File: src/design/wsfd_pkg.sv
// ----------------------------------------------------------------------------
// wsfd_pkg
// shared result kinds, error codes, opcodes and the record type passed
// from the frame parser through the result queue to the output stage
// ----------------------------------------------------------------------------
`default_nettype none

package wsfd_pkg;

    localparam int LEN_W = 63;

    localparam logic [1:0] KIND_HEADER  = 2'd0;
    localparam logic [1:0] KIND_PAYLOAD = 2'd1;
    localparam logic [1:0] KIND_ERROR   = 2'd2;

    localparam logic [2:0] ERR_RSV      = 3'd0;
    localparam logic [2:0] ERR_OPCODE   = 3'd1;
    localparam logic [2:0] ERR_LEN16    = 3'd2;
    localparam logic [2:0] ERR_LEN64    = 3'd3;
    localparam logic [2:0] ERR_MASKED   = 3'd4;
    localparam logic [2:0] ERR_CONTROL  = 3'd5;

    localparam logic [3:0] OP_CONT      = 4'd0;
    localparam logic [3:0] OP_TEXT      = 4'd1;
    localparam logic [3:0] OP_BINARY    = 4'd2;
    localparam logic [3:0] OP_CLOSE     = 4'd8;
    localparam logic [3:0] OP_PING      = 4'd9;
    localparam logic [3:0] OP_PONG      = 4'd10;

    localparam logic [6:0] LEN_CODE_16  = 7'd126;
    localparam logic [6:0] LEN_CODE_MAX = 7'd125;

    // compact result record: value holds length, data byte or error code
    typedef struct packed {
        logic [1:0]       kind;
        logic             fin;
        logic [3:0]       opcode;
        logic [3:0]       hdr_len;
        logic             eof;
        logic [LEN_W-1:0] value;
    } rec_t;

endpackage

`default_nettype wire

File: src/design/wsfd_front.sv
// ----------------------------------------------------------------------------
// wsfd_front
// frame parser: walks the header bytes, checks protocol rules, counts
// payload bytes and emits one compact record per result
// ----------------------------------------------------------------------------
`default_nettype none

module wsfd_front
(
    input  wire logic          clk,
    input  wire logic          rst_n,
    input  wire logic          in_valid,
    input  wire logic [7:0]    in_byte,
    input  wire logic          q_full,
    output wsfd_pkg::rec_t     rec,
    output logic               rec_valid
);

    typedef enum logic [2:0]
    {
        PH_FIRST,
        PH_SECOND,
        PH_EXT,
        PH_PAYLOAD,
        PH_HALT
    } phase_t;

    phase_t                     phase_reg, phase_next;
    logic                       fin_reg, fin_next;
    logic [3:0]                 opcode_reg, opcode_next;
    logic                       mask_reg, mask_next;
    logic [3:0]                 ext_left_reg, ext_left_next;
    logic [63:0]                acc_reg, acc_next;
    logic [wsfd_pkg::LEN_W-1:0] remain_reg, remain_next;
    logic [3:0]                 hdr_seen_reg, hdr_seen_next;

    logic                       accept;
    logic                       known;
    logic                       do_finish;
    logic [63:0]                fin_len;
    logic [63:0]                acc_shift;
    logic [wsfd_pkg::LEN_W-1:0] remain_dec;

    assign accept     = in_valid && !q_full;
    assign acc_shift  = {acc_reg[55:0], in_byte};
    assign remain_dec = remain_reg - wsfd_pkg::LEN_W'(1);

    always_comb
    begin
        unique case (in_byte[3:0]) inside
            wsfd_pkg::OP_CONT, wsfd_pkg::OP_TEXT, wsfd_pkg::OP_BINARY,
            wsfd_pkg::OP_CLOSE, wsfd_pkg::OP_PING, wsfd_pkg::OP_PONG:
                known = 1'b1;
            default:
                known = 1'b0;
        endcase
    end

    always_comb
    begin
        phase_next    = phase_reg;
        fin_next      = fin_reg;
        opcode_next   = opcode_reg;
        mask_next     = mask_reg;
        ext_left_next = ext_left_reg;
        acc_next      = acc_reg;
        remain_next   = remain_reg;
        hdr_seen_next = hdr_seen_reg;
        rec           = '0;
        rec_valid     = 1'b0;
        do_finish     = 1'b0;
        fin_len       = acc_reg;

        if (accept)
        begin
            unique case (phase_reg)
                PH_HALT:
                begin
                end
                PH_SECOND:
                begin
                    hdr_seen_next = 4'd2;
                    mask_next     = in_byte[7];
                    if (in_byte[6:0] <= wsfd_pkg::LEN_CODE_MAX)
                    begin
                        acc_next  = {57'd0, in_byte[6:0]};
                        fin_len   = {57'd0, in_byte[6:0]};
                        do_finish = 1'b1;
                    end
                    else
                    begin
                        acc_next      = '0;
                        ext_left_next = (in_byte[6:0] == wsfd_pkg::LEN_CODE_16) ? 4'd2 : 4'd8;
                        phase_next    = PH_EXT;
                    end
                end
                PH_EXT:
                begin
                    acc_next      = acc_shift;
                    hdr_seen_next = hdr_seen_reg + 4'd1;
                    ext_left_next = ext_left_reg - 4'd1;
                    fin_len       = acc_shift;
                    if (ext_left_next == 4'd0)
                    begin
                        if (hdr_seen_next == 4'd4)
                        begin
                            if (acc_shift <= 64'd125)
                            begin
                                rec_valid     = 1'b1;
                                rec.kind      = wsfd_pkg::KIND_ERROR;
                                rec.value[2:0] = wsfd_pkg::ERR_LEN16;
                                phase_next    = PH_HALT;
                            end
                            else
                            begin
                                do_finish = 1'b1;
                            end
                        end
                        else if (acc_shift[63] || acc_shift[63:16] == 48'd0)
                        begin
                            rec_valid      = 1'b1;
                            rec.kind       = wsfd_pkg::KIND_ERROR;
                            rec.value[2:0] = wsfd_pkg::ERR_LEN64;
                            phase_next     = PH_HALT;
                        end
                        else
                        begin
                            do_finish = 1'b1;
                        end
                    end
                end
                PH_PAYLOAD:
                begin
                    rec_valid      = 1'b1;
                    rec.kind       = wsfd_pkg::KIND_PAYLOAD;
                    rec.value[7:0] = in_byte;
                    remain_next    = remain_dec;
                    if (remain_dec == '0)
                    begin
                        rec.eof    = 1'b1;
                        phase_next = PH_FIRST;
                    end
                end
                default:
                begin
                    hdr_seen_next = 4'd1;
                    if (in_byte[6:4] != 3'd0)
                    begin
                        rec_valid      = 1'b1;
                        rec.kind       = wsfd_pkg::KIND_ERROR;
                        rec.value[2:0] = wsfd_pkg::ERR_RSV;
                        phase_next     = PH_HALT;
                    end
                    else if (!known)
                    begin
                        rec_valid      = 1'b1;
                        rec.kind       = wsfd_pkg::KIND_ERROR;
                        rec.value[2:0] = wsfd_pkg::ERR_OPCODE;
                        phase_next     = PH_HALT;
                    end
                    else
                    begin
                        fin_next    = in_byte[7];
                        opcode_next = in_byte[3:0];
                        phase_next  = PH_SECOND;
                    end
                end
            endcase

            // length complete: masked check, then control frame rule
            if (do_finish)
            begin
                rec_valid = 1'b1;
                if (mask_next)
                begin
                    rec.kind       = wsfd_pkg::KIND_ERROR;
                    rec.value[2:0] = wsfd_pkg::ERR_MASKED;
                    phase_next     = PH_HALT;
                end
                else if (opcode_reg[3] && (!fin_reg || fin_len > 64'd125))
                begin
                    rec.kind       = wsfd_pkg::KIND_ERROR;
                    rec.value[2:0] = wsfd_pkg::ERR_CONTROL;
                    phase_next     = PH_HALT;
                end
                else
                begin
                    rec.kind    = wsfd_pkg::KIND_HEADER;
                    rec.fin     = fin_reg;
                    rec.opcode  = opcode_reg;
                    rec.hdr_len = hdr_seen_next;
                    rec.value   = fin_len[wsfd_pkg::LEN_W-1:0];
                    if (fin_len == 64'd0)
                    begin
                        rec.eof    = 1'b1;
                        phase_next = PH_FIRST;
                    end
                    else
                    begin
                        remain_next = fin_len[wsfd_pkg::LEN_W-1:0];
                        phase_next  = PH_PAYLOAD;
                    end
                end
            end
        end
    end

    always_ff @(posedge clk or negedge rst_n)
    begin
        if (!rst_n)
        begin
            phase_reg    <= PH_FIRST;
            fin_reg      <= 1'b0;
            opcode_reg   <= 4'd0;
            mask_reg     <= 1'b0;
            ext_left_reg <= 4'd0;
            acc_reg      <= '0;
            remain_reg   <= '0;
            hdr_seen_reg <= 4'd0;
        end
        else
        begin
            phase_reg    <= phase_next;
            fin_reg      <= fin_next;
            opcode_reg   <= opcode_next;
            mask_reg     <= mask_next;
            ext_left_reg <= ext_left_next;
            acc_reg      <= acc_next;
            remain_reg   <= remain_next;
            hdr_seen_reg <= hdr_seen_next;
        end
    end

endmodule

`default_nettype wire

File: src/design/wsfd_queue.sv
// ----------------------------------------------------------------------------
// wsfd_queue
// small register queue of result records between parser and output stage
// ----------------------------------------------------------------------------
`default_nettype none

module wsfd_queue
#(
    parameter int DEPTH = 4
)
(
    input  wire logic           clk,
    input  wire logic           rst_n,
    input  wire logic           wr_en,
    input  wire wsfd_pkg::rec_t wr_rec,
    input  wire logic           rd_en,
    output wsfd_pkg::rec_t      rd_rec,
    output logic                full,
    output logic                empty
);

    localparam int PTR_W = (DEPTH > 1) ? $clog2(DEPTH) : 1;
    localparam int CNT_W = $clog2(DEPTH + 1);

    wsfd_pkg::rec_t   mem_reg [DEPTH];
    logic [PTR_W-1:0] wr_ptr_reg, wr_ptr_next;
    logic [PTR_W-1:0] rd_ptr_reg, rd_ptr_next;
    logic [CNT_W-1:0] count_reg, count_next;
    logic             do_wr;
    logic             do_rd;

    assign full   = (count_reg == CNT_W'(DEPTH));
    assign empty  = (count_reg == '0);
    assign do_wr  = wr_en && !full;
    assign do_rd  = rd_en && !empty;
    assign rd_rec = mem_reg[rd_ptr_reg];

    always_comb
    begin
        wr_ptr_next = wr_ptr_reg;
        rd_ptr_next = rd_ptr_reg;
        count_next  = count_reg;
        if (do_wr)
        begin
            wr_ptr_next = (wr_ptr_reg == PTR_W'(DEPTH - 1)) ? '0 : wr_ptr_reg + PTR_W'(1);
        end
        if (do_rd)
        begin
            rd_ptr_next = (rd_ptr_reg == PTR_W'(DEPTH - 1)) ? '0 : rd_ptr_reg + PTR_W'(1);
        end
        if (do_wr && !do_rd)
        begin
            count_next = count_reg + CNT_W'(1);
        end
        else if (do_rd && !do_wr)
        begin
            count_next = count_reg - CNT_W'(1);
        end
    end

    always_ff @(posedge clk)
    begin
        if (do_wr)
        begin
            mem_reg[wr_ptr_reg] <= wr_rec;
        end
    end

    always_ff @(posedge clk or negedge rst_n)
    begin
        if (!rst_n)
        begin
            wr_ptr_reg <= '0;
            rd_ptr_reg <= '0;
            count_reg  <= '0;
        end
        else
        begin
            wr_ptr_reg <= wr_ptr_next;
            rd_ptr_reg <= rd_ptr_next;
            count_reg  <= count_next;
        end
    end

endmodule

`default_nettype wire

File: src/design/wsfd_back.sv
// ----------------------------------------------------------------------------
// wsfd_back
// output stage: takes records from the queue, unpacks them into the result
// fields and holds the oldest result until it is popped
// ----------------------------------------------------------------------------
`default_nettype none

module wsfd_back
(
    input  wire logic                       clk,
    input  wire logic                       rst_n,
    input  wire wsfd_pkg::rec_t             q_rec,
    input  wire logic                       q_empty,
    output logic                            q_rd,
    input  wire logic                       pop,
    output logic                            empty,
    output logic [1:0]                      kind,
    output logic                            fin_flag,
    output logic [3:0]                      frame_opcode,
    output logic [wsfd_pkg::LEN_W-1:0]      payload_length,
    output logic [3:0]                      header_length,
    output logic [7:0]                      payload_byte,
    output logic                            end_of_frame,
    output logic [2:0]                      error_code
);

    logic                       valid_reg;
    logic [1:0]                 kind_reg;
    logic                       fin_reg;
    logic [3:0]                 opcode_reg;
    logic [wsfd_pkg::LEN_W-1:0] len_reg;
    logic [3:0]                 hdr_len_reg;
    logic [7:0]                 data_reg;
    logic                       eof_reg;
    logic [2:0]                 err_reg;
    logic                       is_hdr;
    logic                       is_data;
    logic                       is_err;

    assign q_rd    = !q_empty && (!valid_reg || pop);
    assign is_hdr  = (q_rec.kind == wsfd_pkg::KIND_HEADER);
    assign is_data = (q_rec.kind == wsfd_pkg::KIND_PAYLOAD);
    assign is_err  = (q_rec.kind == wsfd_pkg::KIND_ERROR);

    always_ff @(posedge clk or negedge rst_n)
    begin
        if (!rst_n)
        begin
            valid_reg <= 1'b0;
        end
        else if (q_rd)
        begin
            valid_reg <= 1'b1;
        end
        else if (pop)
        begin
            valid_reg <= 1'b0;
        end
    end

    always_ff @(posedge clk)
    begin
        if (q_rd)
        begin
            kind_reg    <= q_rec.kind;
            fin_reg     <= is_hdr && q_rec.fin;
            opcode_reg  <= is_hdr ? q_rec.opcode : 4'd0;
            len_reg     <= is_hdr ? q_rec.value : '0;
            hdr_len_reg <= is_hdr ? q_rec.hdr_len : 4'd0;
            data_reg    <= is_data ? q_rec.value[7:0] : 8'd0;
            eof_reg     <= !is_err && q_rec.eof;
            err_reg     <= is_err ? q_rec.value[2:0] : 3'd0;
        end
    end

    assign empty          = !valid_reg;
    assign kind           = kind_reg;
    assign fin_flag       = fin_reg;
    assign frame_opcode   = opcode_reg;
    assign payload_length = len_reg;
    assign header_length  = hdr_len_reg;
    assign payload_byte   = data_reg;
    assign end_of_frame   = eof_reg;
    assign error_code     = err_reg;

endmodule

`default_nettype wire

File: src/design/websocket_frame_decoder.sv
// ----------------------------------------------------------------------------
// websocket_frame_decoder
// receive-side frame header parser and payload pass-through for unmasked
// frames, one stream byte per transfer
// ----------------------------------------------------------------------------
// usage
//   input: rx_byte with push/full; a byte transfers on a clock edge with push
//   high and full low
//   output: result fields with empty/pop; the oldest result is shown while
//   empty is low and transfers on an edge with pop high
//   one byte per cycle sustained while full is low; a byte that makes a
//   result goes through the queue, then the output register, when drained
//   the parser writes records into a queue of QUEUE_DEPTH entries plus one
//   output register; when the receiver stalls the queue fills and full rises
//   once QUEUE_DEPTH records wait behind the output register
//   header bytes before the last one, and every byte after an error, make no
//   result; after an error the block stays silent until reset
//   reset clears the parser to expect the first header byte and empties the
//   queue and the output register
// ----------------------------------------------------------------------------
`default_nettype none

module websocket_frame_decoder
#(
    parameter int QUEUE_DEPTH = 4
)
(
    input  wire logic                       clk,
    input  wire logic                       rst_n,
    input  wire logic                       push,
    output logic                            full,
    input  wire logic [7:0]                 rx_byte,
    output logic                            empty,
    input  wire logic                       pop,
    output logic [1:0]                      kind,
    output logic                            fin_flag,
    output logic [3:0]                      frame_opcode,
    output logic [wsfd_pkg::LEN_W-1:0]      payload_length,
    output logic [3:0]                      header_length,
    output logic [7:0]                      payload_byte,
    output logic                            end_of_frame,
    output logic [2:0]                      error_code
);

    wsfd_pkg::rec_t front_rec;
    wsfd_pkg::rec_t q_rec;
    logic           front_valid;
    logic           q_full;
    logic           q_empty;
    logic           q_rd;

    assign full = q_full;

    wsfd_front u_front
    (
        .clk       (clk),
        .rst_n     (rst_n),
        .in_valid  (push),
        .in_byte   (rx_byte),
        .q_full    (q_full),
        .rec       (front_rec),
        .rec_valid (front_valid)
    );

    wsfd_queue
    #(
        .DEPTH (QUEUE_DEPTH)
    )
    u_queue
    (
        .clk    (clk),
        .rst_n  (rst_n),
        .wr_en  (front_valid),
        .wr_rec (front_rec),
        .rd_en  (q_rd),
        .rd_rec (q_rec),
        .full   (q_full),
        .empty  (q_empty)
    );

    wsfd_back u_back
    (
        .clk            (clk),
        .rst_n          (rst_n),
        .q_rec          (q_rec),
        .q_empty        (q_empty),
        .q_rd           (q_rd),
        .pop            (pop),
        .empty          (empty),
        .kind           (kind),
        .fin_flag       (fin_flag),
        .frame_opcode   (frame_opcode),
        .payload_length (payload_length),
        .header_length  (header_length),
        .payload_byte   (payload_byte),
        .end_of_frame   (end_of_frame),
        .error_code     (error_code)
    );

endmodule

`default_nettype wire

File: config.mk
export PLATFORM = sky130hd
export DESIGN_NAME = websocket_frame_decoder
export DESIGN_NICKNAME = d
export VERILOG_FILES = /design/src/design/wsfd_pkg.sv /design/src/design/wsfd_front.sv /design/src/design/wsfd_queue.sv /design/src/design/wsfd_back.sv /design/src/design/websocket_frame_decoder.sv
export SDC_FILE = /design/constraint.sdc
export NUM_CORES = 1
export LEC_CHECK = 0
export BUFFER_PORTS_ARGS = -buffer_cell sky130_fd_sc_hd__clkbuf_2
export CORE_ASPECT_RATIO = 1.75
export CORE_MARGIN = 2
export CORE_UTILIZATION = 56
export CTS_BUF_LIST = sky130_fd_sc_hd__clkbuf_16
export DETAILED_ROUTE_END_ITERATION = 16
export GPL_TIMING_DRIVEN = 0
export PLACE_DENSITY = 0.78
export SKIP_CTS_REPAIR_TIMING = 1
export SLEW_MARGIN = 20
export SYNTH_ARGS = -nofsm -noshare
export SYNTH_HDL_FRONTEND = slang
export SYNTH_HIERARCHICAL = 1
export SYNTH_SLANG_ARGS = --single-unit
File: constraint.sdc
create_clock -name clk -period 6.6 [get_ports clk]
set_input_delay 0.99 -clock clk [delete_from_list [all_inputs] [get_ports clk]]
set_output_delay 0.99 -clock clk [all_outputs]
set_load 0.01 [all_outputs]
==> results.yml, run 1 <==
worst_setup_path:
  rr_worst_depth: 11
  startpoint_type: "register"
  path_class: "register to register"
  cp_max_fo: 8
  critPathBufInv: 1
  path_cells: "inv_1 -> ha_1 -> nor4b_2 -> nand3_1 -> nor4_2 -> a31oi_1 -> nor4_1 -> nand4b_1 -> nor4_1 -> nand2_1 -> o21ai_0"
  cp_data_required_time_ns: 6.91
  cp.depth: 11
  slowest_delay_ns: 0.99
  crit_arrival_ns: 5.30
  crit_top_cell: "nor4_1"
  crit_family: "simple AND/OR/NAND/NOR gates"
  crit_path_end_kind: "register"
  slowest_stage: "nor4_2"
route:
  drtIter0Drc: 1986
  drt_pre_antenna_iters: 6
  final_antenna_net_count: 0
  drc: 0
  totalWireLength_mm: 74.1
  wire_per_inst_um: 29.2
  vias: 17000
  routed_via_density: 6.70
yosys:
  syn_inst: 1779
  yosys.area_share.simple_pct: 12.9
  postSynth.asyncResetShare_pct: 28.3
  synth_flop_cell: "edfxtp_1"
  synth_fa_ha_area_share_pct: 0.652
  ys_types: 97
  synthMuxAreaShare_pct: 8.23
  yosysSeqAreaShare_pct: 63.6
  synth_seq_cells: 538
  synthesis.nets: 1803
  synth-edff-count: 386
  synth_top_family_by_area: "simple AND/OR/NAND/NOR gates"
  synth_area_mm2: 0.0242
  synth-compound-area-share_pct: 11.1
  synth_xor_area_share_pct: 0.869
  yosys_warnings: 6
  postSynthAreaPerCell_um2: 13.6
placement:
  place_congestion: 1.02
  io_buffers: 97
  dp_hpwl_mm: 53.0
timing:
  max_freq_mhz: 200
  slew_headroom_pct: 24.0
  tightest_slew_ns: 1.14
  slew_viol_final: 0
  setup_viol: 0
  fin_worst_skew_ns: 0.0142
  grt_setup_unrepaired: "false"
  period_needed_ns: 4.99
  fin_crit_sh_pct: 75.6
  hold_viol_final: 0
die:
  fp.dieH_um: 279
  ioPinCount: 100
  die_x_um: 161
  start_util_pct: 56.9
  die_area_mm2: 0.0449
  fp-row-count: 100
  coreArea_mm2: 0.0425
power_and_ir_drop:
  power.switching_mw: 4.86
  combPwrFrac_pct: 36.4
  p_int_mw: 8.04
  p_per_area_mw_per_mm2: 475
  p_leak_nw: 9.70
  p_sw_share_pct: 37.7
  vdd_drop_max_mv: 0.398
  power_frac_clock_pct: 20.8
  power.total_mw: 12.9
  p_seq_share_pct: 42.8
global_route:
  grt_pass1_wl_mm: 110
  grt_overflow_total: 0
  grt_pass1_vias: 17000
  grtUsageTotal_pct: 33.4
  grt_max_degree: 82
  antenna_found_initial: 3
clock_tree:
  h-tree-depth: 2
  clockBufferDepth: 3
  cts_root_buf: "clkbuf_16"
  clk_latency_ns: 0.58
  path_clk_slew_ns: 0.07
  cts_made_buffers: 47
  clock-sinks: 538
  tritoncts: "done"
job:
  maxCapViolCount: 0
outcome:
  status: "finished, final reports clean"
layout:
  fin_util_pct: 63.8
  layout-drive-gt1-share_pct: 16.5
  nets: 1958
  mostFrequentLayoutCells: "edfxtp_1 (386), nor2_1 (161), dfrtp_1 (152), clkbuf_2 (103)"
  largest_reg_flops: 300
  area_growth_pct: 12.2
  layout_commonest_cell: "edfxtp_1"
  fill_cells: 3269
hold_path:
  hold_path_class: "input pin to async pin"
-- Yosys cell counts, drive strengths merged (6+ instances only) --
master | n | area, um^2
a211oi | 11 | 87.6
a21oi | 91 | 463
a22o | 66 | 578
a22oi | 39 | 293
a32oi | 10 | 87.6
and2 | 87 | 544
and3 | 9 | 56.3
buf | 37 | 249
clkbuf | 66 | 256
dfrtp | 152 | 3800
edfxtp | 386 | 11600
ha | 11 | 138
inv | 36 | 135
mux2 | 9 | 101
mux2i | 20 | 200
mux4 | 75 | 1690
nand2 | 88 | 330
nand2b | 7 | 43.8
nand3 | 35 | 180
nand4 | 14 | 87.6
nand4b | 6 | 52.6
nor2 | 162 | 616
nor2b | 23 | 144
nor3 | 58 | 295
nor4 | 37 | 244
o21a | 6 | 45.0
o21ai | 52 | 260
o22a | 14 | 123
o22ai | 13 | 81.3
o32a | 6 | 60.1
or2 | 6 | 37.5
or3 | 15 | 93.8
or4 | 17 | 128
xnor2 | 15 | 131
xor2 | 9 | 78.8
-- stage by stage --
step	cells	setup WS, ns	setup TNS, ns	hold WS, ns	area [um^2]
CTS	2533	1.82	0	0.460	27100
floorplan	1779	1.65	0	0.460	24200
finish	2536	1.61	0	0.432	27100
detailed placement	2446	1.60	0	0.495	25700
global route	2533	1.41	0	0.474	27100
global placement	2437	-0.392	-107.52	0.482	25400
-- logic make-up after synthesis --
| group | count (synthesis) |
|---|---|
| buf+inv | 140 |
| simple gates | 592 |
| mux | 104 |
| compound gates | 369 |
| xor+xnor | 24 |
| flops | 538 |
| fa+ha+maj | 12 |
-- cell type report --
class | count | area [um^2] | area share (%)
antenna | 3 | 7.51 | 0.0277
clock inverter | 40 | 308 | 1.13
tap | 561 | 702 | 2.59
multi-input combinational | 1101 | 8180 | 30.1
inverter | 37 | 139 | 0.512
sequential | 538 | 15400 | 56.7
clock buffer | 47 | 1180 | 4.33
timing repair buffer | 106 | 742 | 2.73
buffer | 103 | 505 | 1.86
-- power by group through the flow --
stage / Clock, mW / Sequential (mW) / Combinational (mW)
6_report: 2.69 / 5.51 / 4.69
5_1_grt: 2.85 / 5.59 / 4.98
4_1_cts: 2.72 / 5.48 / 4.67
3_5_place_dp: 0 / 5.54 / 4.64
3_3_place_gp: 0 / 5.57 / 4.44
2_1_floorplan: 0 / 5.47 / 2.88
-- per-layer routing --
layer	global-route usage, %	part of all wire [%]
met3	4.49	6.7
met4	24.6	9.1
met1	38.2	34
met5	0	0.020
met2	57.3	50
-- worst paths after layout --
| path | to | from | slack, ns |
|---|---|---|---|
| setup / recovery | u_queue/mem_reg[3][63] | u_front/remain_reg[0] | 1.61 |
| hold / removal | u_front/remain_reg[35] | rst_n | 0.43 |
| setup reg to reg | u_queue/mem_reg[3][63] | u_front/remain_reg[0] | 1.61 |
| hold reg to reg | u_front/opcode_reg[1] | u_front/opcode_reg[1] | 0.51 |
| max in group asynchronous | u_front/acc_reg[1] | rst_n | 5.26 |
| min in group clk | u_front/opcode_reg[1] | u_front/opcode_reg[1] | 0.51 |
Power figures use the tool's default switching activity.
==> run 2: changes to the inputs <==
- clock period: 6.6 -> 4.3 ns (I/O delays scaled with it)
==> results.yml, run 2 (synthesized netlist as in run 1, its figures left out) <==
die:
  die_x_um: 161
  fp.dieH_um: 279
  coreArea_mm2: 0.0425
  ioPinCount: 100
  die_area_mm2: 0.0449
  fp-row-count: 100
  start_util_pct: 56.9
timing:
  max_freq_mhz: 238
  setup_viol: 0
  slew_headroom_pct: 26.2
  tightest_slew_ns: 1.10
  period_needed_ns: 4.20
  slew_viol_final: 0
  hold_viol_final: 0
  fin_crit_sh_pct: 97.8
  post-route-worst-setup-slack_ns: 0.0965
  fin_worst_skew_ns: 0.0213
placement:
  place_congestion: 0.997
  dp_hpwl_mm: 56.0
  place_area_mm2: 0.0257
  io_buffers: 97
  place_ws_ns: -0.792
clock_tree:
  clk_latency_ns: 0.58
  cts_made_buffers: 46
  clockBufferDepth: 3
  cts_root_buf: "clkbuf_16"
  h-tree-depth: 2
  tritoncts: "done"
  clock-sinks: 538
  path_clk_slew_ns: 0.07
outcome:
  status: "finished, final reports clean"
worst_setup_path:
  crit_arrival_ns: 4.65
  path_cells: "nor3b_2 -> nand2b_1 -> clkbuf_1 -> clkbuf_2 -> a21o_1 -> nand2_1 -> nor2b_2 -> buf_6 -> ha_1 -> inv_1 -> fa_1 -> mux2_2"
  reg2reg_to: "u_queue/count_reg[1]"
  slowest_delay_ns: 0.61
  crit_end: "u_queue/count_reg[1]"
  startpoint_type: "register"
  crit_start: "u_queue/count_reg[0]"
  r2r-start: "u_queue/count_reg[0]"
  path_class: "register to register"
  cp_max_fo: 11
  crit_path_end_kind: "register"
  slowest_stage: "clkbuf_1"
  r2r_slack_ns: 0.1
  cp_data_required_time_ns: 4.75
  rr_worst_depth: 12
power_and_ir_drop:
  p_leak_nw: 9.84
  p_int_mw: 12.5
  combPwrFrac_pct: 37.3
  power_frac_clock_pct: 20.5
  p_seq_share_pct: 42.3
  p_per_area_mw_per_mm2: 740
  p_sw_share_pct: 38.3
  power.switching_mw: 7.78
  vdd_drop_max_mv: 0.586
global_route:
  grt_pass1_wl_mm: 114
  grt_max_degree: 81
  grt_overflow_total: 0
  antenna_found_initial: 1
  grtUsageTotal_pct: 35.1
  grt_pass1_vias: 17100
layout:
  fill_cells: 3158
  area_growth_pct: 13.4
  nets: 1974
  finalInstanceArea_mm2: 0.0274
  mostFrequentLayoutCells: "edfxtp_1 (386), nor2_1 (158), dfrtp_1 (148), clkbuf_2 (108)"
  largest_reg_flops: 300
  layout_commonest_cell: "edfxtp_1"
  layout-drive-gt1-share_pct: 18.6
  diodes: 0
route:
  drt_pre_antenna_iters: 6
  drc: 0
  wire_per_inst_um: 30.9
  drtIter0Drc: 1738
  final_antenna_net_count: 0
  totalWireLength_mm: 78.7
  routed_via_density: 6.66
  vias: 17000
hold_path:
  hold_path_class: "input pin to async pin"
job:
  maxCapViolCount: 0
## run 2: changes by cell type in the layout (fill, tap and decap cells not counted), moves of 4 or more
cell | previous run | this run
clkbuf_1 | 59 | 53
clkinv_1 | 11 | 5
nor4_1 | 35 | 31
clkbuf_2 | 103 | 108
dfrtp_2 | 0 | 4
buf_4 | 5 | 18
and2_2 | 0 | 4
dfrtp_1 | 152 | 148
## run 2: metrics by stage
step	power (mW)	util, %	TNS, ns	std cells	hold slack [ns]
after floorplan	12.8	-	0	1779	0.349
after global placement	15.5	59.7	-466.29	2437	0.473
after detailed placement	15.8	60.3	-123.95	2446	0.494
after CTS	20.0	63.9	-35.79	2530	0.126
after global routing	21.1	64.5	-0.0268	2547	0.160
final	20.3	64.5	0	2547	0.124
## run 2: power groups by stage
stage	combinational (mW)	clock (mW)	sequential, mW
6_report	7.56	4.16	8.58
5_1_grt	8.02	4.38	8.69
4_1_cts	7.25	4.22	8.52
3_5_place_dp	7.18	0	8.60
3_3_place_gp	6.89	0	8.56
2_1_floorplan	4.42	0	8.36
## run 2: worst min path at each step
stage / endpoint / cells past startpoint / startpoint
after detailed placement: u_front/opcode_reg[1] / 1 / u_front/opcode_reg[1]
final: u_front/acc_reg[33] / 1 / rst_n
after floorplan: u_back/valid_reg / 0 / rst_n
after global placement: u_front/opcode_reg[2] / 2 / u_front/opcode_reg[2]
after global routing: u_front/acc_reg[33] / 1 / rst_n
after CTS: u_front/remain_reg[32] / 1 / rst_n
## run 2: critical path, delay by kind of cell, from the launching register on
kind | cells | cell delay [ns]
simple gates | 4 | 1.11
flops | 1 | 0.46
mux | 1 | 0.27
buf+inv | 4 | 1.37
fa+ha+maj | 2 | 0.63
compound gates | 1 | 0.23
## run 2: final cells by class
cell class / count / area [um^2] / share of cell area [%]
Buffer: 103 / 519 / 1.89
Inverter: 37 / 139 / 0.506
Clock inverter: 37 / 323 / 1.18
Tap cell: 561 / 702 / 2.56
Clock buffer: 47 / 1180 / 4.29
Timing Repair Buffer: 119 / 840 / 3.06
Sequential cell: 538 / 15400 / 56.1
Multi-Input combinational cell: 1105 / 8340 / 30.4
## run 2: per-layer routing
metal / track usage, % / wire (um)
met5: 0 / 0
met2: 61.4 / 40300
met3: 5.11 / 5110
met1: 41.2 / 27900
met4: 20.4 / 5390
